## src/design/hsvrgb_pkg.sv

```systemverilog
// shared constants, stage payload types and sector codes for the hsv to rgb converter
`timescale 1ns / 1ps

package hsvrgb_pkg;

  localparam int COMPONENT_BITS = 16;
  localparam int CB             = COMPONENT_BITS;
  localparam int PACKED_W       = 3 * CB;
  localparam int TDATA_W        = ((PACKED_W + 7) / 8) * 8;

  // one full turn / unity fraction, one bit above the component
  localparam logic [CB:0] CB_ONE = {1'b1, {CB{1'b0}}};

  // color wheel sector, hue * 6 above the fraction bits
  typedef enum logic [2:0] {
    SECT_RED_YELLOW   = 3'd0,
    SECT_YELLOW_GREEN = 3'd1,
    SECT_GREEN_CYAN   = 3'd2,
    SECT_CYAN_BLUE    = 3'd3,
    SECT_BLUE_MAGENTA = 3'd4,
    SECT_MAGENTA_RED  = 3'd5
  } hue_sector_t;

  typedef struct packed {
    logic [CB-1:0] hue;
    logic [CB-1:0] sat;
    logic [CB-1:0] val;
  } hsv_pixel_t;

  typedef struct packed {
    hue_sector_t   sector;
    logic [CB-1:0] frac;
    logic [CB-1:0] sat;
    logic [CB-1:0] val;
  } hue_split_t;

  typedef struct packed {
    hue_sector_t   sector;
    logic [CB-1:0] sat_frac;
    logic [CB-1:0] sat_cofrac;
    logic [CB-1:0] sat;
    logic [CB-1:0] val;
  } sat_terms_t;

  typedef struct packed {
    hue_sector_t   sector;
    logic [CB-1:0] val;
    logic [CB-1:0] p_term;
    logic [CB-1:0] q_term;
    logic [CB-1:0] t_term;
  } rgb_terms_t;

  typedef struct packed {
    logic [CB-1:0] red;
    logic [CB-1:0] green;
    logic [CB-1:0] blue;
  } rgb_pixel_t;

endpackage

```

## src/design/hsvrgb_sector.sv

```systemverilog
// stage 1: hue times six, split into sector and fraction
`timescale 1ns / 1ps

module hsvrgb_sector (
  input  logic                  clk,
  input  logic                  rst,
  input  logic                  in_valid,
  output logic                  in_ready,
  input  hsvrgb_pkg::hsv_pixel_t in_data,
  output logic                  out_valid,
  input  logic                  out_ready,
  output hsvrgb_pkg::hue_split_t out_data
);
  import hsvrgb_pkg::*;

  logic [CB+2:0] hue_x6;
  logic          valid;
  hue_split_t    data;

  assign hue_x6   = {1'b0, in_data.hue, 2'b00} + {2'b00, in_data.hue, 1'b0};
  assign in_ready = !valid || out_ready;

  always_ff @(posedge clk) begin
    if (rst) begin
      valid <= 1'b0;
    end else if (in_ready) begin
      valid <= in_valid;
    end
  end

  always_ff @(posedge clk) begin
    if (in_valid && in_ready) begin
      data.sector <= hue_sector_t'(hue_x6[CB+2:CB]);
      data.frac   <= hue_x6[CB-1:0];
      data.sat    <= in_data.sat;
      data.val    <= in_data.val;
    end
  end

  assign out_valid = valid;
  assign out_data  = data;

endmodule

```

## src/design/hsvrgb_sat_mul.sv

```systemverilog
// stage 2: saturation scaled by the hue fraction and by its complement
`timescale 1ns / 1ps

module hsvrgb_sat_mul (
  input  logic                  clk,
  input  logic                  rst,
  input  logic                  in_valid,
  output logic                  in_ready,
  input  hsvrgb_pkg::hue_split_t in_data,
  output logic                  out_valid,
  input  logic                  out_ready,
  output hsvrgb_pkg::sat_terms_t out_data
);
  import hsvrgb_pkg::*;

  logic [CB:0]     one_minus_f;
  logic [2*CB-1:0] prod_sf;
  logic [2*CB:0]   prod_sfc;
  logic            valid;
  sat_terms_t      data;

  assign one_minus_f = CB_ONE - {1'b0, in_data.frac};
  assign prod_sf     = (2*CB)'(in_data.sat) * (2*CB)'(in_data.frac);
  assign prod_sfc    = (2*CB+1)'(in_data.sat) * (2*CB+1)'(one_minus_f);
  assign in_ready    = !valid || out_ready;

  always_ff @(posedge clk) begin
    if (rst) begin
      valid <= 1'b0;
    end else if (in_ready) begin
      valid <= in_valid;
    end
  end

  // sat < one, so both truncated products stay below one
  always_ff @(posedge clk) begin
    if (in_valid && in_ready) begin
      data.sector     <= in_data.sector;
      data.sat_frac   <= prod_sf[2*CB-1:CB];
      data.sat_cofrac <= prod_sfc[2*CB-1:CB];
      data.sat        <= in_data.sat;
      data.val        <= in_data.val;
    end
  end

  assign out_valid = valid;
  assign out_data  = data;

endmodule

```

## src/design/hsvrgb_val_mul.sv

```systemverilog
// stage 3: value scaled into the p, q and t terms
`timescale 1ns / 1ps

module hsvrgb_val_mul (
  input  logic                  clk,
  input  logic                  rst,
  input  logic                  in_valid,
  output logic                  in_ready,
  input  hsvrgb_pkg::sat_terms_t in_data,
  output logic                  out_valid,
  input  logic                  out_ready,
  output hsvrgb_pkg::rgb_terms_t out_data
);
  import hsvrgb_pkg::*;

  logic [CB:0]   k_p;
  logic [CB:0]   k_q;
  logic [CB:0]   k_t;
  logic [2*CB:0] prod_p;
  logic [2*CB:0] prod_q;
  logic [2*CB:0] prod_t;
  logic          valid;
  rgb_terms_t    data;

  assign k_p    = CB_ONE - {1'b0, in_data.sat};
  assign k_q    = CB_ONE - {1'b0, in_data.sat_frac};
  assign k_t    = CB_ONE - {1'b0, in_data.sat_cofrac};
  assign prod_p = (2*CB+1)'(in_data.val) * (2*CB+1)'(k_p);
  assign prod_q = (2*CB+1)'(in_data.val) * (2*CB+1)'(k_q);
  assign prod_t = (2*CB+1)'(in_data.val) * (2*CB+1)'(k_t);

  assign in_ready = !valid || out_ready;

  always_ff @(posedge clk) begin
    if (rst) begin
      valid <= 1'b0;
    end else if (in_ready) begin
      valid <= in_valid;
    end
  end

  // zero saturation makes every factor one, so all terms fall back to value
  always_ff @(posedge clk) begin
    if (in_valid && in_ready) begin
      data.sector <= in_data.sector;
      data.val    <= in_data.val;
      data.p_term <= prod_p[2*CB-1:CB];
      data.q_term <= prod_q[2*CB-1:CB];
      data.t_term <= prod_t[2*CB-1:CB];
    end
  end

  assign out_valid = valid;
  assign out_data  = data;

endmodule

```

## src/design/hsvrgb_select.sv

```systemverilog
// stage 4: sector routes terms onto red, green and blue; output register
`timescale 1ns / 1ps

module hsvrgb_select (
  input  logic                  clk,
  input  logic                  rst,
  input  logic                  in_valid,
  output logic                  in_ready,
  input  hsvrgb_pkg::rgb_terms_t in_data,
  output logic                  out_valid,
  input  logic                  out_ready,
  output hsvrgb_pkg::rgb_pixel_t out_data
);
  import hsvrgb_pkg::*;

  rgb_pixel_t rgb_next;
  logic       valid;
  rgb_pixel_t data;

  always_comb begin
    unique case (in_data.sector)
      SECT_RED_YELLOW: begin
        rgb_next = '{red: in_data.val, green: in_data.t_term, blue: in_data.p_term};
      end
      SECT_YELLOW_GREEN: begin
        rgb_next = '{red: in_data.q_term, green: in_data.val, blue: in_data.p_term};
      end
      SECT_GREEN_CYAN: begin
        rgb_next = '{red: in_data.p_term, green: in_data.val, blue: in_data.t_term};
      end
      SECT_CYAN_BLUE: begin
        rgb_next = '{red: in_data.p_term, green: in_data.q_term, blue: in_data.val};
      end
      SECT_BLUE_MAGENTA: begin
        rgb_next = '{red: in_data.t_term, green: in_data.p_term, blue: in_data.val};
      end
      default: begin
        rgb_next = '{red: in_data.val, green: in_data.p_term, blue: in_data.q_term};
      end
    endcase
  end

  assign in_ready = !valid || out_ready;

  always_ff @(posedge clk) begin
    if (rst) begin
      valid <= 1'b0;
    end else if (in_ready) begin
      valid <= in_valid;
    end
  end

  always_ff @(posedge clk) begin
    if (in_valid && in_ready) begin
      data <= rgb_next;
    end
  end

  assign out_valid = valid;
  assign out_data  = data;

endmodule

```

## src/design/hsv_to_rgb_converter_core.sv

```systemverilog
// top level: four-stage hsv to rgb conversion pipeline with stream ports
`timescale 1ns / 1ps

// Converts one pixel per clock from hue/saturation/value to red/green/blue,
// all unsigned fractions of COMPONENT_BITS bits with a binary-angle hue.
// An input transfer passes through four register stages on its way out: hue
// split, saturation products, value products, and sector routing into the
// output register. Throughput is one transfer per clock whenever the output
// side is ready. Each stage holds its own valid bit and stalls only when full
// and blocked downstream, so input transfers keep being taken while a result
// waits, until all stages are full.
module hsv_to_rgb_converter_core (
  input  logic                             clk,
  input  logic                             rst,
  input  logic                             s_axis_tvalid,
  output logic                             s_axis_tready,
  // hue_angle, saturation_level, brightness_value
  input  logic [hsvrgb_pkg::TDATA_W-1:0]   s_axis_tdata,
  output logic                             m_axis_tvalid,
  input  logic                             m_axis_tready,
  // red_level, green_level, blue_level
  output logic [hsvrgb_pkg::TDATA_W-1:0]   m_axis_tdata
);
  import hsvrgb_pkg::*;

  hsv_pixel_t pix_in;
  hue_split_t split_data;
  sat_terms_t sat_data;
  rgb_terms_t terms_data;
  rgb_pixel_t pix_out;

  logic split_valid;
  logic split_ready;
  logic sat_valid;
  logic sat_ready;
  logic terms_valid;
  logic terms_ready;

  assign pix_in.hue = s_axis_tdata[CB-1:0];
  assign pix_in.sat = s_axis_tdata[2*CB-1:CB];
  assign pix_in.val = s_axis_tdata[3*CB-1:2*CB];

  hsvrgb_sector u_sector (
    .clk       (clk),
    .rst       (rst),
    .in_valid  (s_axis_tvalid),
    .in_ready  (s_axis_tready),
    .in_data   (pix_in),
    .out_valid (split_valid),
    .out_ready (split_ready),
    .out_data  (split_data)
  );

  hsvrgb_sat_mul u_sat_mul (
    .clk       (clk),
    .rst       (rst),
    .in_valid  (split_valid),
    .in_ready  (split_ready),
    .in_data   (split_data),
    .out_valid (sat_valid),
    .out_ready (sat_ready),
    .out_data  (sat_data)
  );

  hsvrgb_val_mul u_val_mul (
    .clk       (clk),
    .rst       (rst),
    .in_valid  (sat_valid),
    .in_ready  (sat_ready),
    .in_data   (sat_data),
    .out_valid (terms_valid),
    .out_ready (terms_ready),
    .out_data  (terms_data)
  );

  hsvrgb_select u_select (
    .clk       (clk),
    .rst       (rst),
    .in_valid  (terms_valid),
    .in_ready  (terms_ready),
    .in_data   (terms_data),
    .out_valid (m_axis_tvalid),
    .out_ready (m_axis_tready),
    .out_data  (pix_out)
  );

  assign m_axis_tdata = TDATA_W'({pix_out.blue, pix_out.green, pix_out.red});

endmodule

```

## config.mk

```make
export PLATFORM = sky130hd
export DESIGN_NAME = hsv_to_rgb_converter_core
export DESIGN_NICKNAME = d
export VERILOG_FILES = /design/src/design/hsvrgb_pkg.sv /design/src/design/hsvrgb_sector.sv /design/src/design/hsvrgb_sat_mul.sv /design/src/design/hsvrgb_val_mul.sv /design/src/design/hsvrgb_select.sv /design/src/design/hsv_to_rgb_converter_core.sv
export SDC_FILE = /design/constraint.sdc
export NUM_CORES = 2
export LEC_CHECK = 0
export ABC_AREA = 1
export BUFFER_PORTS_ARGS = -buffer_cell sky130_fd_sc_hd__buf_2
export CAP_MARGIN = 40
export CORE_ASPECT_RATIO = 0.6
export CORE_UTILIZATION = 45
export DETAILED_ROUTE_END_ITERATION = 6
export GPL_TIMING_DRIVEN = 0
export PLACE_DENSITY_LB_ADDON = 0.08
export SETUP_SLACK_MARGIN = 0.02
export SLEW_MARGIN = 10
export SYNTH_ARGS = -nofsm -noshare
export SYNTH_HDL_FRONTEND = slang
export SYNTH_HIERARCHICAL = 1
export SYNTH_SLANG_ARGS = --single-unit
export TNS_END_PERCENT = 30
```

## constraint.sdc

```tcl
create_clock -name clk -period 6.4 [get_ports clk]
set_clock_uncertainty 0.1 [all_clocks]
set_input_delay 0.96 -clock clk [delete_from_list [all_inputs] [get_ports clk]]
set_output_delay 0.96 -clock clk [all_outputs]
set_load 0.01 [all_outputs]
```

==> implementation parameters <==
Parameter                              Value

Logic synthesis
  Library cell occupying the most area in the post-synthesis netlist ... fa_1
  Yosys top cell area share ... 35.98%
  Synth Flop Type ... edfxtp_1
  Post-synth top cells ... nand2_1 (1926), inv_1 (1806), fa_1 (1018)
  Count of different cell masters after synthesis ... 53
  Cell count after synthesis ... 7338
  Synth top area cells ... fa_1 (36%), nand2_1 (13%), edfxtp_1 (12%)
  Mean instance size in the synthesized netlist ... 7.720 sq um
  Part of the Yosys area used for sequential elements ... 12.44%
  Synthesized area ... 0.05665 sq mm
  Total number of yosys warnings ... 6
  Number of synthesized flops with an enable pin ... 232
  FF+latch count, synth ... 236
  Dominant cell by count in the synthesized netlist ... nand2_1
  Fraction of registers with async set/reset ... 0%
  Net count of the mapped netlist ... 8922

Drt
  Via count ... 50214
  Number of routed nets with antenna violations ... 0
  Post-Route WL ... 216400 um
  Remaining design rule violation count ... 0
  Per-cell routed wire length ... 22.79 um
  Total iterations of the first detailed-routing run ... 5
  Iteration-0 DRC Markers ... 5303
  Via density per instance ... 5.288

GRT
  Global route total overflow ... 0
  Vias in the first global route ... 50004
  Overall track demand over capacity in global routing ... 34.40%
  Largest net degree at the start of global routing ... 28
  Initial antenna violation count ... 11
  First-pass GRT wire length ... 322400 um

STA
  Hold violation count in the final report ... 0
  Setup violation total in the final timing report ... 68
  Unrepaired setup endpoints after global routing ... true
  Final clock period utilization by the worst path ... 106.9%
  Worst-margin pin slew ... 0.9602 ns
  Max Fclk ... 146.2 MHz
  Max transition margin ... 35.99%
  Accumulated negative setup slack ... -15.70 ns
  Worst setup margin ... -0.4398 ns
  Max Transition Viols Final ... 0
  Final Critical Period ... 6.840 ns

CTS
  Root buf cell ... clkbuf_16
  Clock latency of the later-clocked register in the worst-skew pair ... 0.62 ns
  Clock Sinks ... 236
  CTS clock-pin slew for the worst setup and hold paths ... 0.08 ns
  TritonCTS clock tree ... done
  Total of hold buffers inserted after clock tree synthesis ... 0
  Max Buffers Root-to-Sink ... 3
  Inserted Clock Buffers ... 27
  # H-tree levels ... 1

Worst setup path
  Worst EP arrival ... 7.12 ns
  Slowest cell on the critical path ... fa_2
  Data required time of the critical path ... 6.68 ns
  Critical path endpoint category ... flop
  Maximum net fanout on the critical path ... 5
  Critical Path Start Type ... flop
  Worst Setup Path Type ... reg -> reg
  Slowest cell delay on critical path ... 0.63 ns

Place
  Total placed instance area ... 0.06051 sq mm
  Final RePlAce weighted congestion ... 1.031
  Placed wire-length estimate ... 181000 um
  Worst slack at placement ... -1.799 ns
  Number of port buffers ... 101
  # placed instances ... 9208

Floorplan
  Height of the chip ... 276.8 um
  Number of cell rows ... 100
  Number of top-level pins ... 102
  Die area ... 0.1274 sq mm
  Die Wd ... 460.0 um
  Total core area ... 0.1244 sq mm
  Starting utilization of the core area ... 45.55%

Outcome
  Violations in the final reports ... setup timing
  Status ... complete, but fails checks

Cells and area
  Final Instance Area ... 0.06773 sq mm
  Nets ... 9374
  Filler cells ... 12021
  Post-layout instance count excluding filler cells ... 9496
  Signed area change from the synthesized netlist to the final layout ... 19.56%
  Share of post-route cells with drive strength above 1 ... 18.07%

Worst hold path
  Type of the most critical hold path ... reg -> reg

Run
  Number of max-cap violations ... 0
==> worst max-delay path, delay by kind of cell, from the launching register on <==
| family | cells | cell delay (ns) |
|---|---|---|
| simple gates | 12 | 1.09 |
| fa+ha+maj | 8 | 3.53 |
| flops | 1 | 0.53 |
| buf+inv | 7 | 0.70 |
| compound gates | 3 | 0.64 |
==> state kept, by name (all words and copies together), names as in the netlist <==
name and flops:
u_sat_mul/out_data 67, u_val_mul/out_valid 1, u_sector/out_data 50, u_val_mul/out_data 67
u_select/out_valid 1, u_sat_mul/out_valid 1, u_select/out_data 48, u_sector/out_valid 1
==> path summary, 6_finish.rpt <==
kind / from / to / cells past startpoint / slack [ns]
worst max-delay path: u_sector/out_data[33] / u_sat_mul/out_data[43] / 30 / -0.44
worst min-delay path: u_sat_mul/out_data[64] / u_val_mul/out_data[64] / 0 / 0.31
worst max register to register: u_sector/out_data[33] / u_sat_mul/out_data[43] / 30 / -0.44
worst min register to register: u_sat_mul/out_data[64] / u_val_mul/out_data[64] / 0 / 0.31
==> cell families after synthesis <==
family          Yosys count  synth area share, %
fa+ha+maj              1532                47.33
flops                   236                12.44
compound gates          323                3.110
simple gates           3124                22.40
xor+xnor                 47               0.7598
other cells               1             0.006620
buf+inv                2075                13.95
==> placed cells by master, fill, tap and decap left out, types with 57 or more instances in the layout <==
master    instances
fa_2             58
buf_2           130
edfxtp_1        232
fa_1            960
buf_4           215
nand2_4          58
nand4_1          73
clkbuf_1         92
a21oi_1          87
inv_1          1711
nand3_1         198
ha_1            451
nor2_1          643
inv_2            93
nand2_1        1750
nand2_2         135
buf_6            80
nor2_4           57
nor2_2           58
==> metrics by stage <==
step / hold WS, ns / util, %
global placement: 0.3031 / 47.66
floorplan: 0.3003 / -
detailed placement: 0.3045 / 48.65
CTS: 0.3178 / 52.85
finish: 0.3085 / 54.46
global route: 0.3222 / 54.45
==> per-layer routing <==
metal  up-vias  part of all wire, %  track usage, %
li1      22562                    -               -
met1     24973                   48           55.64
met2      2490                   35           42.12
met3       189                   15           14.04
met4         0                  1.4           4.485
met5         -                    0               0
==> final cells by class <==
class	instances	area (sq um)	area share (%)
Clock inverter	20	235.2	0.3473
Sequential cell	236	7047	10.40
Timing Repair Buffer	428	3754	5.542
Tap cell	1683	2106	3.109
Buffer	217	1279	1.888
Antenna cell	3	7.507	0.01108
Clock buffer	29	703.2	1.038
Multi-Input combinational cell	5027	45440	67.09
Timing Repair inverter	2	13.76	0.02032
Inverter	1851	7146	10.55
==> timing repair <==
action	in CTS	in global routing
gates resized for setup	829	392
endpoints found under the setup margin	80	80
gates cloned	3	2
setup buffers	157	79
pin swaps	311	223
Power is not shown: default switching activity piles up to over one toggle a cycle in this logic, so the estimate is an artifact.
